File: src/hw/rtl/i2cbl_pkg.sv
// Shared constants, command codes and step helpers for the I2C bit-level master.
`timescale 1ns / 1ps
package i2cbl_pkg;

  localparam int unsigned HOLD_COUNT_BITS = 16;
  localparam int unsigned HOLD_TICKS_BITS = 16;
  localparam logic [HOLD_TICKS_BITS-1:0] HOLD_TICKS_RESET = 16'd10;
  localparam logic [31:0] HOLD_MAX = 32'((64'd1 << HOLD_COUNT_BITS) - 64'd1);

  localparam logic [2:0] CMD_IDLE  = 3'd0;
  localparam logic [2:0] CMD_START = 3'd1;
  localparam logic [2:0] CMD_STOP  = 3'd2;
  localparam logic [2:0] CMD_WRITE = 3'd3;
  localparam logic [2:0] CMD_READ  = 3'd4;
  localparam logic [2:0] CMD_SACK  = 3'd5;
  localparam logic [2:0] CMD_RACK  = 3'd6;

  typedef struct packed {
    logic [2:0] bit_idx;
    logic [1:0] phase;
  } step_pos_t;

  function automatic logic [4:0] seq_length(input logic [2:0] cmd);
    logic [4:0] len;
    unique case (cmd)
      CMD_START: len = 5'd4;
      CMD_STOP:  len = 5'd3;
      CMD_WRITE: len = 5'd24;
      CMD_READ:  len = 5'd25;
      CMD_SACK:  len = 5'd3;
      CMD_RACK:  len = 5'd4;
      default:   len = 5'd0;
    endcase
    return len;
  endfunction

  // Splits a step number into the bit it belongs to and its phase within that bit.
  function automatic step_pos_t step_pos(input logic [4:0] idx);
    step_pos_t  pos;
    logic [4:0] base;
    pos.bit_idx = 3'd0;
    base        = 5'd0;
    for (int k = 1; k < 8; k++) begin
      if (idx >= 5'(3 * k)) begin
        pos.bit_idx = 3'(k);
        base        = 5'(3 * k);
      end
    end
    pos.phase = 2'(idx - base);
    return pos;
  endfunction

endpackage

File: src/hw/rtl/i2cbl_cmd_if.sv
// Tick channel: command, transmit byte, ack bit and sampled SDA level.
`timescale 1ns / 1ps
interface i2cbl_cmd_if;
  logic       valid;
  logic       ready;
  logic [2:0] kind;
  logic [7:0] tx_data;
  logic       ack_out;
  logic       sda_in;

  modport source (output valid, kind, tx_data, ack_out, sda_in, input ready);
  modport sink (input valid, kind, tx_data, ack_out, sda_in, output ready);
endinterface

File: src/hw/rtl/i2cbl_res_if.sv
// Result channel: pin drives and status for one tick.
`timescale 1ns / 1ps
interface i2cbl_res_if;
  logic       valid;
  logic       ready;
  logic       scl_level;
  logic       sda_level;
  logic       busy_res;
  logic       done_res;
  logic [7:0] rx_data;
  logic       rx_ack;
  logic       rejected;

  modport source (output valid, scl_level, sda_level, busy_res, done_res, rx_data, rx_ack,
                  rejected, input ready);
  modport sink (input valid, scl_level, sda_level, busy_res, done_res, rx_data, rx_ack,
                rejected, output ready);
endinterface

File: src/hw/rtl/i2cbl_cfg_if.sv
// Configuration write channel carrying the hold length in ticks.
`timescale 1ns / 1ps
interface i2cbl_cfg_if;
  logic        valid;
  logic        ready;
  logic [15:0] data;

  modport source (output valid, data, input ready);
  modport sink (input valid, data, output ready);
endinterface

File: src/hw/rtl/i2c_bit_level_master.sv
// Top level of the I2C bit-level master sequencer.
//
// Usage: every word on cmd_i is one time tick. It carries a command kind (start, stop,
// write byte, read byte, send ack, read ack, or none), the byte and ack bit for the
// command, and the SDA level sampled on that tick. A command is taken only while the
// sequencer is idle; one that arrives while busy is dropped and flagged as rejected.
// Each accepted tick yields exactly one word on res_o with the SCL and SDA drives,
// busy, done, the received byte and the received ack bit.
// Each pin step of a command is held for hold_ticks ticks (zero acts as one), set via cfg_i.
// A tick's result word is valid in the next cycle; unless res_o stalls, a tick can be
// accepted in every cycle: all the work is one pass of logic into the result register.
// The output register sits between the channels; while the receiver stalls, the held
// word is kept and a new tick is accepted in the same cycle the held word is taken.
// Reset leaves the sequencer idle with both lines released high, hold_ticks at ten,
// and the received byte and ack cleared. cfg_i is always ready.
`timescale 1ns / 1ps
module i2c_bit_level_master (
  input  logic              clk_i,
  input  logic              rst_ni,
  i2cbl_cmd_if.sink         cmd_i,
  i2cbl_cfg_if.sink         cfg_i,
  i2cbl_res_if.source       res_o
);

  logic [2:0]                             cmd_q, cmd_d;
  logic [4:0]                             step_q, step_d;
  logic [i2cbl_pkg::HOLD_COUNT_BITS-1:0]  cnt_q, cnt_d, cnt_inc;
  logic [7:0]                             tx_q, tx_d;
  logic [7:0]                             rx_q, rx_d;
  logic                                   scl_q, scl_d;
  logic                                   sda_q, sda_d;
  logic                                   ack_q, ack_d;
  logic [i2cbl_pkg::HOLD_TICKS_BITS-1:0]  hold_ticks_q;
  logic [31:0]                            hold_eff;
  logic [4:0]                             step_inc;
  i2cbl_pkg::step_pos_t                   pos_w, pos_r;
  logic                                   in_acc, kind_cmd;
  logic                                   busy, done, rej;
  logic                                   res_valid_q;

  assign in_acc      = cmd_i.valid && cmd_i.ready;
  assign cmd_i.ready = !res_valid_q || res_o.ready;
  assign cfg_i.ready = 1'b1;
  assign kind_cmd    = (cmd_i.kind >= i2cbl_pkg::CMD_START) &&
                       (cmd_i.kind <= i2cbl_pkg::CMD_RACK);

  always_comb begin
    if (hold_ticks_q == '0) begin
      hold_eff = 32'd1;
    end else if (32'(hold_ticks_q) > i2cbl_pkg::HOLD_MAX) begin
      hold_eff = i2cbl_pkg::HOLD_MAX;
    end else begin
      hold_eff = 32'(hold_ticks_q);
    end
  end

  always_comb begin
    cmd_d    = cmd_q;
    step_d   = step_q;
    cnt_d    = cnt_q;
    tx_d     = tx_q;
    rx_d     = rx_q;
    scl_d    = scl_q;
    sda_d    = sda_q;
    ack_d    = ack_q;
    busy     = 1'b0;
    done     = 1'b0;
    rej      = 1'b0;
    cnt_inc  = '0;
    step_inc = '0;
    pos_w    = i2cbl_pkg::step_pos(step_q);
    pos_r    = i2cbl_pkg::step_pos(step_q - 5'd1);

    if (cmd_q == i2cbl_pkg::CMD_IDLE) begin
      if (kind_cmd) begin
        cmd_d  = cmd_i.kind;
        step_d = '0;
        cnt_d  = '0;
        if (cmd_i.kind == i2cbl_pkg::CMD_WRITE) begin
          tx_d = cmd_i.tx_data;
        end else if (cmd_i.kind == i2cbl_pkg::CMD_SACK) begin
          tx_d = {cmd_i.ack_out, 7'd0};
        end
        if (cmd_i.kind == i2cbl_pkg::CMD_READ) begin
          rx_d = '0;
        end
      end
    end else if (kind_cmd) begin
      rej = 1'b1;
    end

    if (cmd_d != i2cbl_pkg::CMD_IDLE) begin
      busy  = 1'b1;
      pos_w = i2cbl_pkg::step_pos(step_d);
      pos_r = i2cbl_pkg::step_pos(step_d - 5'd1);
      if (cnt_d == '0) begin
        unique case (cmd_d)
          i2cbl_pkg::CMD_START: begin
            unique case (step_d)
              5'd0:    sda_d = 1'b1;
              5'd1:    scl_d = 1'b1;
              5'd2:    sda_d = 1'b0;
              default: scl_d = 1'b0;
            endcase
          end
          i2cbl_pkg::CMD_STOP: begin
            unique case (step_d)
              5'd0:    sda_d = 1'b0;
              5'd1:    scl_d = 1'b1;
              default: sda_d = 1'b1;
            endcase
          end
          i2cbl_pkg::CMD_WRITE: begin
            unique case (pos_w.phase)
              2'd0:    sda_d = tx_d[3'd7 - pos_w.bit_idx];
              2'd1:    scl_d = 1'b1;
              default: scl_d = 1'b0;
            endcase
          end
          i2cbl_pkg::CMD_READ: begin
            if (step_d == 5'd0) begin
              sda_d = 1'b1;
            end else begin
              unique case (pos_r.phase)
                2'd0: scl_d = 1'b1;
                2'd1: begin
                  if (cmd_i.sda_in) begin
                    rx_d[3'd7 - pos_r.bit_idx] = 1'b1;
                  end
                end
                default: scl_d = 1'b0;
              endcase
            end
          end
          i2cbl_pkg::CMD_SACK: begin
            unique case (step_d)
              5'd0:    sda_d = tx_d[7];
              5'd1:    scl_d = 1'b1;
              default: scl_d = 1'b0;
            endcase
          end
          i2cbl_pkg::CMD_RACK: begin
            unique case (step_d)
              5'd0:    sda_d = 1'b1;
              5'd1:    scl_d = 1'b1;
              5'd2:    ack_d = cmd_i.sda_in;
              default: scl_d = 1'b0;
            endcase
          end
          default: begin
          end
        endcase
      end
      cnt_inc = cnt_d + 1'b1;
      if ((32'(cnt_inc) >= hold_eff) || (cnt_inc == '0)) begin
        cnt_d    = '0;
        step_inc = step_d + 5'd1;
        if (step_inc >= i2cbl_pkg::seq_length(cmd_d)) begin
          done   = 1'b1;
          cmd_d  = i2cbl_pkg::CMD_IDLE;
          step_d = '0;
        end else begin
          step_d = step_inc;
        end
      end else begin
        cnt_d = cnt_inc;
      end
    end
  end

  always_ff @(posedge clk_i or negedge rst_ni) begin
    if (!rst_ni) begin
      cmd_q  <= i2cbl_pkg::CMD_IDLE;
      step_q <= '0;
      cnt_q  <= '0;
      tx_q   <= '0;
      rx_q   <= '0;
      scl_q  <= 1'b1;
      sda_q  <= 1'b1;
      ack_q  <= 1'b0;
    end else if (in_acc) begin
      cmd_q  <= cmd_d;
      step_q <= step_d;
      cnt_q  <= cnt_d;
      tx_q   <= tx_d;
      rx_q   <= rx_d;
      scl_q  <= scl_d;
      sda_q  <= sda_d;
      ack_q  <= ack_d;
    end
  end

  always_ff @(posedge clk_i or negedge rst_ni) begin
    if (!rst_ni) begin
      hold_ticks_q <= i2cbl_pkg::HOLD_TICKS_RESET;
    end else if (cfg_i.valid) begin
      hold_ticks_q <= cfg_i.data;
    end
  end

  always_ff @(posedge clk_i or negedge rst_ni) begin
    if (!rst_ni) begin
      res_valid_q <= 1'b0;
    end else if (in_acc) begin
      res_valid_q <= 1'b1;
    end else if (res_o.ready) begin
      res_valid_q <= 1'b0;
    end
  end

  always_ff @(posedge clk_i) begin
    if (in_acc) begin
      res_o.scl_level <= scl_d;
      res_o.sda_level <= sda_d;
      res_o.busy_res  <= busy;
      res_o.done_res  <= done;
      res_o.rx_data   <= rx_d;
      res_o.rx_ack    <= ack_d;
      res_o.rejected  <= rej;
    end
  end

  assign res_o.valid = res_valid_q;

endmodule

File: src/flat_wrapper.sv
// flat-port wrapper written by rule: the top's interface ports become plain ports
module i2c_bit_level_master_flat 
  (clk_i, rst_ni, cmd_i_valid, cmd_i_kind, cmd_i_tx_data, cmd_i_ack_out, cmd_i_sda_in, cmd_i_ready, cfg_i_valid, cfg_i_data, cfg_i_ready, res_o_valid, res_o_scl_level, res_o_sda_level, res_o_busy_res, res_o_done_res, res_o_rx_data, res_o_rx_ack, res_o_rejected, res_o_ready);
  i2cbl_cmd_if cmd_i_i ();
  i2cbl_cfg_if cfg_i_i ();
  i2cbl_res_if res_o_i ();
  input  logic clk_i;
  input  logic rst_ni;
  input wire logic [$bits(cmd_i_i.valid)-1:0] cmd_i_valid;
  input wire logic [$bits(cmd_i_i.kind)-1:0] cmd_i_kind;
  input wire logic [$bits(cmd_i_i.tx_data)-1:0] cmd_i_tx_data;
  input wire logic [$bits(cmd_i_i.ack_out)-1:0] cmd_i_ack_out;
  input wire logic [$bits(cmd_i_i.sda_in)-1:0] cmd_i_sda_in;
  output wire logic [$bits(cmd_i_i.ready)-1:0] cmd_i_ready;
  input wire logic [$bits(cfg_i_i.valid)-1:0] cfg_i_valid;
  input wire logic [$bits(cfg_i_i.data)-1:0] cfg_i_data;
  output wire logic [$bits(cfg_i_i.ready)-1:0] cfg_i_ready;
  output wire logic [$bits(res_o_i.valid)-1:0] res_o_valid;
  output wire logic [$bits(res_o_i.scl_level)-1:0] res_o_scl_level;
  output wire logic [$bits(res_o_i.sda_level)-1:0] res_o_sda_level;
  output wire logic [$bits(res_o_i.busy_res)-1:0] res_o_busy_res;
  output wire logic [$bits(res_o_i.done_res)-1:0] res_o_done_res;
  output wire logic [$bits(res_o_i.rx_data)-1:0] res_o_rx_data;
  output wire logic [$bits(res_o_i.rx_ack)-1:0] res_o_rx_ack;
  output wire logic [$bits(res_o_i.rejected)-1:0] res_o_rejected;
  input wire logic [$bits(res_o_i.ready)-1:0] res_o_ready;
  assign cmd_i_i.valid = cmd_i_valid;
  assign cmd_i_i.kind = cmd_i_kind;
  assign cmd_i_i.tx_data = cmd_i_tx_data;
  assign cmd_i_i.ack_out = cmd_i_ack_out;
  assign cmd_i_i.sda_in = cmd_i_sda_in;
  assign cmd_i_ready = cmd_i_i.ready;
  assign cfg_i_i.valid = cfg_i_valid;
  assign cfg_i_i.data = cfg_i_data;
  assign cfg_i_ready = cfg_i_i.ready;
  assign res_o_valid = res_o_i.valid;
  assign res_o_scl_level = res_o_i.scl_level;
  assign res_o_sda_level = res_o_i.sda_level;
  assign res_o_busy_res = res_o_i.busy_res;
  assign res_o_done_res = res_o_i.done_res;
  assign res_o_rx_data = res_o_i.rx_data;
  assign res_o_rx_ack = res_o_i.rx_ack;
  assign res_o_rejected = res_o_i.rejected;
  assign res_o_i.ready = res_o_ready;
  i2c_bit_level_master u_core (.clk_i(clk_i), .rst_ni(rst_ni), .cmd_i(cmd_i_i), .cfg_i(cfg_i_i), .res_o(res_o_i));
endmodule
File: config.mk
export PLATFORM = sky130hd
export DESIGN_NAME = i2c_bit_level_master_flat
export DESIGN_NICKNAME = d
export VERILOG_FILES = /design/src/hw/rtl/i2cbl_pkg.sv /design/src/hw/rtl/i2cbl_cmd_if.sv /design/src/hw/rtl/i2cbl_res_if.sv /design/src/hw/rtl/i2cbl_cfg_if.sv /design/src/hw/rtl/i2c_bit_level_master.sv /design/src/flat_wrapper.sv
export SDC_FILE = /design/constraint.sdc
export NUM_CORES = 1
export LEC_CHECK = 0
export BUFFER_PORTS_ARGS = -buffer_cell sky130_fd_sc_hd__buf_2
export CAP_MARGIN = 20
export CORE_MARGIN = 5
export CORE_UTILIZATION = 45
export DETAILED_ROUTE_END_ITERATION = 6
export HOLD_SLACK_MARGIN = 0.12
export PLACE_DENSITY = 0.62
export SLEW_MARGIN = 20
export SYNTH_ARGS = -nofsm -noshare
export SYNTH_HDL_FRONTEND = slang
export SYNTH_SLANG_ARGS = --single-unit
File: constraint.sdc
create_clock -name clk_i -period 7.8 [get_ports clk_i]
set_clock_uncertainty 0.05 [all_clocks]
set_input_delay 0.39 -clock clk_i [delete_from_list [all_inputs] [get_ports clk_i]]
set_output_delay 0.39 -clock clk_i [all_outputs]
set_load 0.01 [all_outputs]
==> results of run 1 <==
==> routing by layer <==
metal | share of wire, % | vias up
met2 | 49 | 121
met3 | 4.1 | 30
met1 | 44 | 2308
met5 | 0 | -
li1 | - | 2375
met4 | 3.4 | 0
==> placed cells by master (no fill, tap or decap), types with 4 or more instances in the layout <==
master,instances
sky130_fd_sc_hd__ha_1,30
sky130_fd_sc_hd__a22o_1,18
sky130_fd_sc_hd__nand2b_1,6
sky130_fd_sc_hd__inv_1,44
sky130_fd_sc_hd__o41ai_1,8
sky130_fd_sc_hd__xor2_1,4
sky130_fd_sc_hd__xnor2_1,12
sky130_fd_sc_hd__or2_2,4
sky130_fd_sc_hd__o21ai_0,47
sky130_fd_sc_hd__edfxtp_1,14
sky130_fd_sc_hd__a21oi_1,25
sky130_fd_sc_hd__dfrtp_1,56
sky130_fd_sc_hd__nor4_1,18
sky130_fd_sc_hd__nor4b_1,4
sky130_fd_sc_hd__nand2_1,70
sky130_fd_sc_hd__and2_1,11
sky130_fd_sc_hd__buf_4,6
sky130_fd_sc_hd__nand3_1,16
sky130_fd_sc_hd__mux2_2,8
sky130_fd_sc_hd__nand3b_1,4
sky130_fd_sc_hd__nor2_1,34
sky130_fd_sc_hd__or3_1,6
sky130_fd_sc_hd__nor3_1,14
sky130_fd_sc_hd__clkbuf_16,9
sky130_fd_sc_hd__a211oi_1,4
sky130_fd_sc_hd__o31ai_1,8
sky130_fd_sc_hd__buf_2,49
sky130_fd_sc_hd__a21o_1,15
sky130_fd_sc_hd__nor2b_1,4
sky130_fd_sc_hd__nor3_2,4
sky130_fd_sc_hd__a31oi_1,11
sky130_fd_sc_hd__a22oi_1,8
sky130_fd_sc_hd__nand4_1,9
sky130_fd_sc_hd__dfstp_2,4
==> state kept, by name (all words and copies together) (netlist names), 3 cells and up <==
name,cells
u_core.res_o.rx_data,8
u_core.cnt_q,16
u_core.step_q,5
u_core.tx_q,8
u_core.rx_q,8
u_core.hold_ticks_q,16
u_core.cmd_q,3
==> kinds of logic (layout without fill, tap and decap cells) <==
family / count (synthesis) / count (layout)
DFF: 74 / 74
other: 1 / 1
buffers and inverters: 87 / 117
xor gates and xnor gates: 16 / 16
muxes: 11 / 11
and+or+nand+nor: 220 / 220
AOI/OAI and AO/OA: 189 / 189
adders and majority gates: 30 / 30
==> power by group through the flow <==
stage | Clock (mW) | Sequential, mW | Combinational, mW
finish | 0.420 | 0.557 | 0.826
global route | 0.442 | 0.566 | 0.926
floorplan | 0 | 0.505 | 0.676
detailed placement | 0 | 0.561 | 0.817
global placement | 0 | 0.558 | 0.807
CTS | 0.429 | 0.554 | 0.822
==> critical path: stages, from the launching register on <==
cell,delay (ns)
sky130_fd_sc_hd__dfrtp_1,0.55
sky130_fd_sc_hd__nor3_2,0.26
sky130_fd_sc_hd__buf_4,0.24
sky130_fd_sc_hd__nand3_1,0.27
sky130_fd_sc_hd__buf_4,0.28
sky130_fd_sc_hd__nand2_1,0.16
sky130_fd_sc_hd__ha_1,0.31
sky130_fd_sc_hd__inv_1,0.13
sky130_fd_sc_hd__o2111ai_1,0.17
sky130_fd_sc_hd__and2_1,0.41
sky130_fd_sc_hd__nor4b_1,0.45
sky130_fd_sc_hd__a21oi_2,0.15
sky130_fd_sc_hd__ha_1,0.23
sky130_fd_sc_hd__xor2_1,0.25
sky130_fd_sc_hd__a21bo_2,0.26
sky130_fd_sc_hd__o31ai_1,0.30
sky130_fd_sc_hd__nor3_2,0.11
sky130_fd_sc_hd__nand3_2,0.17
sky130_fd_sc_hd__a21oi_1,0.13
sky130_fd_sc_hd__a22o_1,0.21
==> worst min-delay path by stage <==
stage / from / end / slack, ns / cells past startpoint
floorplan: rst_ni / u_core.ack_q / 0.04 / 0
global placement: u_core.ack_q / u_core.ack_q / 0.40 / 2
detailed placement: u_core.ack_q / u_core.ack_q / 0.41 / 2
CTS: rst_ni / u_core.ack_q / 0.19 / 2
global route: cfg_i_data[14] / u_core.hold_ticks_q[14] / 0.21 / 3
finish: rst_ni / u_core.ack_q / 0.13 / 2
==> final cells by class <==
class	count	area (um^2)
Clock buffer	9	225
Tap cell	147	184
Sequential cell	74	1930
Clock inverter	7	68.8
Inverter	46	173
Fill cell	1153	5880
Multi-Input combinational cell	467	3120
Timing Repair Buffer	55	290
==> per-stage QoR <==
step / cell area, um^2 / setup slack (ns) / utilization [%] / hold WS (ns) / instances
floorplan: 5400 / 2.99 / - / 0.0444 / 628
global placement: 5680 / 2.53 / 47.9 / 0.404 / 789
detailed placement: 5680 / 2.36 / 47.9 / 0.412 / 789
CTS: 5980 / 2.54 / 50.4 / 0.190 / 805
global route: 5980 / 2.17 / 50.4 / 0.210 / 805
finish: 5980 / 2.44 / 50.4 / 0.133 / 805
==> results.yml, run 1 <==
run_status:
  result_of_the_run: "finished, final reports clean"
floorplanning:
  core_area_mm2: 0.0119
  die_area_mm2: 0.0143
  initial_utilization_pct: 45.5
  placementRows: 40
  io-pin-count: 51
  die_w_um: 119
  die_y_um: 119
pwr:
  switching_power_mw: 0.756
  power.density_mw_per_mm2: 301
  swShare_pct: 41.9
  power_frac_clock_pct: 23.3
  p_total_mw: 1.80
  leakage_nw: 2.66
  power.ir.vdd_worst_mv: 0.121
  p_int_mw: 1.05
  p_comb_share_pct: 45.8
  power_frac_seq_pct: 30.9
routing:
  wl_per_cell_um: 17.7
  postRouteAntennaNets: 0
  drt-initial-drc-count: 279
  totalWireLength_um: 14300
  detail_route.drc_violations: 0
  drtPass1Iterations: 6
  detail_route.vias_per_cell: 6.00
  dr_total_vias: 4834
clocking:
  clock_tree_from_tritoncts: "built"
  cts-buffers-inserted: 9
  worst_skew_pair.late_latency_ns: 0.35
  cts.clk_slew.worst_paths_ns: 0.06
  htree_num_levels: 3
  post_cts_buffers: 0
  cts-resized-gates: 0
  clock_sinks: 74
  clock_tree.buffer_depth: 2
  cts_hold_buffers: 0
  cts_root_buffer: "sky130_fd_sc_hd__clkbuf_16"
synth:
  ys_dominant_reg_cell: "sky130_fd_sc_hd__dfrtp_1"
  most_frequent_cell_after_synthesis: "sky130_fd_sc_hd__nand2_1"
  ys_ff_latch: 74
  number_of_cells_produced_by_synthesis: 628
  postSynthNetCount: 692
  synth.top_cells.by_count: "sky130_fd_sc_hd__nand2_1, sky130_fd_sc_hd__dfrtp_1, sky130_fd_sc_hd__o21ai_0"
  synth_adder_area_share_pct: 6.96
  synth_compound_area_share_pct: 24.3
  netlist_area_mm2: 0.00540
  synth_top_cell_area_share_pct: 26.0
  synth_enable_flop_cells: 14
  synthSimpleGateAreaFrac_pct: 21.4
  synth.distinct_cells: 78
  cell_taking_the_most_area_after_synthesis: "sky130_fd_sc_hd__dfrtp_1"
  yosys-mux-area-fraction_pct: 2.23
  synth_top_cells_by_area: "sky130_fd_sc_hd__dfrtp_1, sky130_fd_sc_hd__edfxtp_1, sky130_fd_sc_hd__ha_1, sky130_fd_sc_hd__nand2_1, sky130_fd_sc_hd__o21ai_0"
  yosysSeqAreaShare_pct: 35.7
  share_of_flip_flops_with_an_asynchronous_set_or_reset_pct: 81.1
  synth_top_family_by_area: "compound AO/OA/AOI/OAI gates"
  yosys_warnings: 0
  avgSynthCellArea_um2: 8.59
  yosys.area_share.xor_xnor_pct: 2.60
setup_path:
  critPathArrivalTime_ns: 5.42
  timing.critical_path.fanout_max: 15
  regToRegEndpoint: "u_core.res_o.rx_data[2]"
  ff2ff_path_depth: 19
  timing.reg2reg.setup_slack_ns: 2.44
  critPathRequiredTime_ns: 7.85
  critical_path_end_type: "register"
  cp-start-kind: "register"
  timing.rr.start: "u_core.cmd_q[0]"
  worst_setup_path_start: "u_core.cmd_q[0]"
  critPathCapture: "u_core.res_o.rx_data[2]"
  criticalPathCategory: "reg2reg"
global_route:
  met3_resource_use_gr_pct: 2.83
  grt.met2_usage_pct: 35.5
  grt.overflow.total: 0
  pin_count_of_the_biggest_net_entering_global_routing: 61
  via_count_of_the_first_global_routing_pass: 4666
  grt_usage_pct: 20.7
  met1_usage_pct: 25.5
  grt_pass1_wl_um: 23800
  global_route.peak_usage_layer: "met2"
  grt_antenna_before_repair: 0
timing:
  totalNegativeSetupSlack_ns: 0
  timing_hold_violations_final: 0
  worst-slew-pin-transition_ns: 0.944
  max-slew-margin-rel_pct: 36.9
  rsz0062_at_grt: "false"
  report.final.setup_viol: 0
  max_freq_mhz: 186
  layout_min_cycle_time_ns: 5.36
  min_period_over_period_pct: 68.7
  timing_max_transition_violations_final: 0
final_layout:
  layout-drive-gt1-share_pct: 15.3
  antenna_cells: 0
  layout.nets: 717
  area_delta_synth_final_pct: 10.9
job:
  max_cap_violations: 0
placed_design:
  place_hpwl_um: 10500
  buffer_ports.inserted: 49
  final_weighted_congestion_in_routability_driven_placement: 0.917
worst_hold_path:
  timing.hold.worst.class: "in2async"
Power figures use the tool's default switching activity.
==> inputs of run 2 (changes only) <==
--- a/config.mk
+++ b/config.mk
@@ -11,7 +11,7 @@
 export CORE_UTILIZATION = 45
 export DETAILED_ROUTE_END_ITERATION = 6
 export HOLD_SLACK_MARGIN = 0.12
-export PLACE_DENSITY = 0.62
+export PLACE_DENSITY = 0.65
 export SLEW_MARGIN = 20
 export SYNTH_ARGS = -nofsm -noshare
 export SYNTH_HDL_FRONTEND = slang
==> constraint.sdc (replaced) <==
create_clock -name clk_i -period 4.5 [get_ports clk_i]
set_clock_uncertainty 0.05 [all_clocks]
set_input_delay 0.225 -clock clk_i [delete_from_list [all_inputs] [get_ports clk_i]]
set_output_delay 0.225 -clock clk_i [all_outputs]
set_load 0.01 [all_outputs]
==> results.yml, run 2 (synthesis gave the netlist of run 1 again) <==
run_status:
  result_of_the_run: "finished, final reports clean"
floorplanning:
  core_area_mm2: 0.0119
  placementRows: 40
  die_area_mm2: 0.0143
  io-pin-count: 51
  die_w_um: 119
  die_y_um: 119
  initial_utilization_pct: 45.5
routing:
  drt-initial-drc-count: 360
  wl_per_cell_um: 17.2
  dr_total_vias: 5082
  postRouteAntennaNets: 0
  detail_route.vias_per_cell: 6.01
  detail_route.drc_violations: 0
  drtPass1Iterations: 5
  totalWireLength_um: 14500
final_layout:
  sequential_cell_area_mm2: 0.00193
  top_regs: "u_core.cnt_q x16, u_core.hold_ticks_q x16"
  finish.cell_count_without_fillers: 846
  area_delta_synth_final_pct: 18.4
  fill_cells: 1078
  multi_input_comb_area_mm2: 0.00315
  layout-drive-gt1-share_pct: 18.6
  final_cell_area_excluding_filler_cells_mm2: 0.00639
  layout_commonest_cell: "sky130_fd_sc_hd__nand2_1"
  layout.nets: 758
  antenna_cells: 0
  final_cell_mix: "sky130_fd_sc_hd__nand2_1, sky130_fd_sc_hd__dfrtp_1, sky130_fd_sc_hd__buf_2"
timing:
  timing_max_transition_violations_final: 0
  rsz0062_at_grt: "false"
  timing_hold_violations_final: 0
  totalNegativeSetupSlack_ns: 0
  layout_min_cycle_time_ns: 4.20
  min_period_over_period_pct: 93.4
  max_freq_mhz: 238
  worst-slew-pin-transition_ns: 0.979
  max-slew-margin-rel_pct: 34.6
  report.final.setup_viol: 0
placed_design:
  buffer_ports.inserted: 49
  placed_cells_incl_taps: 812
  detailed_place.area_mm2: 0.00587
  final_weighted_congestion_in_routability_driven_placement: 1.01
  place_hpwl_um: 10400
clocking:
  clock_tree.buffer_depth: 2
  cts-buffers-inserted: 9
  post_cts_buffers: 0
  cts_root_buffer: "sky130_fd_sc_hd__clkbuf_16"
  htree_num_levels: 3
  cts.clk_slew.worst_paths_ns: 0.07
  clock_tree_from_tritoncts: "built"
  clock_sinks: 74
  worst_skew_pair.late_latency_ns: 0.35
global_route:
  grt_pass1_wl_um: 24100
  via_count_of_the_first_global_routing_pass: 4937
  grt.overflow.total: 0
  grt_antenna_before_repair: 0
  grt_usage_pct: 20.7
  pin_count_of_the_biggest_net_entering_global_routing: 61
pwr:
  power.density_mw_per_mm2: 518
  leakage_nw: 2.86
  p_total_mw: 3.31
  power.ir.vdd_worst_mv: 0.246
setup_path:
  cp-start-kind: "register"
  timing.reg2reg.setup_slack_ns: 0.30
  ff2ff_path_depth: 16
  timing.rr.start: "u_core.cmd_q[0]"
  critical_path_end_type: "register"
  critPathRequiredTime_ns: 4.55
  worst_setup_path_start: "u_core.cmd_q[0]"
  criticalPathCategory: "reg2reg"
  timing.critical_path.fanout_max: 14
  critPathArrivalTime_ns: 4.26
worst_hold_path:
  whs_path_depth: 3
  timing.hold.worst.class: "in2reg"
  hold_path.startpoint: "res_o_ready"
job:
  max_cap_violations: 0
==> run 2: path summary, 6_finish.rpt <==
path,to
worst min register to register,u_core.tx_q[0]
worst max register to register,u_core.res_o.sda_level
max in group asynchronous,u_core.cnt_q[3]
worst max-delay path,u_core.res_o.sda_level
min in group asynchronous,u_core.tx_q[6]
worst min-delay path,u_core.res_o.valid
==> run 2: metal layers <==
metal / vias to the layer above / routed length (um) / GRT usage [%]
li1: 2456 / - / -
met1: 2399 / 6390 / 25.5
met2: 192 / 6970 / 35.6
met3: 35 / 761 / 3.49
met4: 0 / 412 / 9.02
met5: - / 0 / 0
==> run 2: per-stage QoR <==
stage               utilization (%)  hold WS [ns]  worst slack [ns]
finish                         53.9         0.135             0.295
global route                   53.9         0.147            0.0153
CTS                            53.6         0.127             0.173
detailed placement             49.5         0.391           -0.0269
global placement               49.5         0.379            0.0381
floorplan                         -        -0.121            0.0237
==> run 2: report_power, final <==
part / internal [mW] / switching, mW / total, mW
sequential: 0.805 / 0.101 / 0.906
combinational: 0.680 / 0.953 / 1.63
clock: 0.466 / 0.306 / 0.771
==> run 2: worst max-delay path, cell delays in order, from the launching register on <==
cell	delay, ns
sky130_fd_sc_hd__dfrtp_1	0.40
sky130_fd_sc_hd__buf_4	0.19
sky130_fd_sc_hd__or3_1	0.50
sky130_fd_sc_hd__nor3_2	0.29
sky130_fd_sc_hd__nor4_1	0.07
sky130_fd_sc_hd__ha_1	0.25
sky130_fd_sc_hd__inv_1	0.09
sky130_fd_sc_hd__a31oi_1	0.09
sky130_fd_sc_hd__o221a_2	0.29
sky130_fd_sc_hd__a211o_1	0.33
sky130_fd_sc_hd__ha_1	0.20
sky130_fd_sc_hd__xnor2_1	0.27
sky130_fd_sc_hd__nand2_1	0.09
sky130_fd_sc_hd__mux2_2	0.29
sky130_fd_sc_hd__a22oi_1	0.20
sky130_fd_sc_hd__o311ai_1	0.15
sky130_fd_sc_hd__o22a_1	0.20
==> run 2: cell type report <==
class / count / share of cell area, %
flip-flops and latches: 74 / 30.2
multi-input cells: 467 / 49.3
inverters: 46 / 2.70
well taps: 147 / 2.88
clock buffers: 11 / 3.97
repair buffers: 96 / 10.1
clock inverters: 5 / 0.940
==> run 2: timing repair <==
| item | in CTS | in global routing |
|---|---|---|
| hold buffers | 18 | 0 |
| resized for setup | 0 | 6 |
| endpoints found under the hold margin | 73 | 0 |
| setup endpoints to repair | 0 | 13 |
==> inputs of run 3 (changes only) <==
--- a/config.mk
+++ b/config.mk
@@ -7,6 +7,7 @@
 export LEC_CHECK = 0
 export BUFFER_PORTS_ARGS = -buffer_cell sky130_fd_sc_hd__buf_2
 export CAP_MARGIN = 20
+export CORE_ASPECT_RATIO = 1.25
 export CORE_MARGIN = 5
 export CORE_UTILIZATION = 45
 export DETAILED_ROUTE_END_ITERATION = 6
==> results.yml, run 3 (synthesis gave the netlist of run 1 again) <==
run_status:
  result_of_the_run: "finished, final reports clean"
final_layout:
  top_regs: "u_core.cnt_q x16, u_core.hold_ticks_q x16"
  layout-drive-gt1-share_pct: 18.3
  layout.nets: 758
  finish.utilization_pct: 55.1
  final_cell_mix: "sky130_fd_sc_hd__nand2_1, sky130_fd_sc_hd__dfrtp_1, sky130_fd_sc_hd__buf_2"
  final_cell_area_excluding_filler_cells_mm2: 0.00643
  antenna_cells: 0
  area_delta_synth_final_pct: 19.1
  fill_cells: 1089
  finish.cell_count_without_fillers: 860
  layout_commonest_cell: "sky130_fd_sc_hd__nand2_1"
routing:
  wl_per_cell_um: 17.1
  detail_route.drc_violations: 0
  drt-initial-drc-count: 228
  totalWireLength_um: 14700
  met1Wirelength_um: 5890
  drtPass1Iterations: 5
  detail_route.vias_per_cell: 5.87
  met3_wirelength_um: 802
  dr_total_vias: 5045
  highest-signal-layer: "met4"
  route.met2.wl_um: 7430
  postRouteAntennaNets: 0
pwr:
  p_total_mw: 3.34
  power.ir.vdd_worst_mv: 0.207
  leakage_nw: 2.88
  power.density_mw_per_mm2: 520
global_route:
  grt_antenna_before_repair: 0
  grt_pass1_wl_um: 24100
  grt.overflow.total: 0
  via_count_of_the_first_global_routing_pass: 4913
  pin_count_of_the_biggest_net_entering_global_routing: 61
  grt_usage_pct: 21.2
setup_path:
  timing.rr.start: "u_core.cmd_q[0]"
  timing.critical_path.fanout_max: 6
  critical-path-slowest-cell: "sky130_fd_sc_hd__or3_1"
  cpLargestDelayFamily: "simple AND/OR/NAND/NOR gates"
  critPathRequiredTime_ns: 4.55
  critPathArrivalTime_ns: 4.29
  worst_path_largest_cell_delay_ns: 0.43
  critical_path_end_type: "register"
  worst_setup_path_start: "u_core.cmd_q[0]"
  cp-start-kind: "register"
  timing.critical_path.cells: "nor3_2, nand3_2, nand2_1, inv_1, buf_4, ha_1, or3_1, a21oi_1, o21ai_0, a211o_1, ha_1, xnor2_1, nand2_1, mux2_2, a22oi_1, o311ai_1, o22a_1"
  critPathBufInv: 2
  criticalPathCategory: "reg2reg"
clocking:
  clock_sinks: 74
  clock_tree.buffer_depth: 2
  cts.clk_slew.worst_paths_ns: 0.06
  cts_root_buffer: "sky130_fd_sc_hd__clkbuf_16"
  post_cts_buffers: 0
  worst_skew_pair.late_latency_ns: 0.34
  clock_tree_from_tritoncts: "built"
  htree_num_levels: 3
  cts-buffers-inserted: 9
timing:
  timing_max_transition_violations_final: 0
  finalWorstSetupSlack_ns: 0.254
  whs_ns: 0.143
  totalNegativeSetupSlack_ns: 0
  max-slew-margin-rel_pct: 31.7
  worst-slew-pin-transition_ns: 1.02
  timing_hold_violations_final: 0
  report.final.setup_viol: 0
  max_freq_mhz: 236
  layout_min_cycle_time_ns: 4.25
  min_period_over_period_pct: 94.4
  rsz0062_at_grt: "true"
floorplanning:
  initial_utilization_pct: 46.2
  die_area_mm2: 0.0143
  io-pin-count: 51
  core_area_mm2: 0.0117
  die_w_um: 108
  die_y_um: 132
  placementRows: 44
placed_design:
  place_hpwl_um: 10800
  final_weighted_congestion_in_routability_driven_placement: 0.947
  buffer_ports.inserted: 49
  placed_cells_incl_taps: 826
  detailed_place.area_mm2: 0.00588
  dp_slack_ns: 0.0431
job:
  max_cap_violations: 0
worst_hold_path:
  hold_path.startpoint: "res_o_ready"
  timing.hold.worst.class: "in2reg"
[run 3: where the power goes]
group	leakage [nW]	switching, mW	total (mW)	internal (mW)
Clock	0.164	0.278	0.813	0.535
Sequential	0.905	0.0875	0.893	0.806
Combinational	1.81	0.957	1.63	0.675
[run 3: path summary, 6_finish.rpt]
check	endpoint	slack, ns	cells after the start
setup / recovery	u_core.res_o.sda_level	0.25	17
hold / removal	u_core.res_o.valid	0.14	3
setup reg to reg	u_core.res_o.sda_level	0.25	17
hold reg to reg	u_core.ack_q	0.42	2
max in group asynchronous	u_core.cnt_q[3]	3.30	3
min in group asynchronous	u_core.tx_q[7]	0.55	3
[run 3: tightest hold or removal path: stages]
cell and delay (ns):
sky130_fd_sc_hd__buf_2 0.07, sky130_fd_sc_hd__nand2b_1 0.13, sky130_fd_sc_hd__nand2b_1 0.06
[run 3: timing repair]
action / in CTS / in global routing
hold endpoints to repair: 73 / 0
hold buffers: 18 / 0
gates resized for setup: 0 / 5
endpoints found under the setup margin: 0 / 17
[run 3: layout make-up]
type	instances	area [um^2]	area share (%)
Multi-Input combinational cell	467	3150	48.9
Sequential cell	74	1930	30.0
Timing Repair Buffer	96	647	10.1
Clock buffer	9	225	3.50
Tap cell	161	201	3.13
Inverter	46	173	2.69
Clock inverter	7	108	1.67
[run 3: metal layers]
layer  vias up  GRT usage [%]
met4         0           10.1
li1       2448              -
met5         -              0
met1      2376           24.3
met3        43           4.39
met2       178           37.1
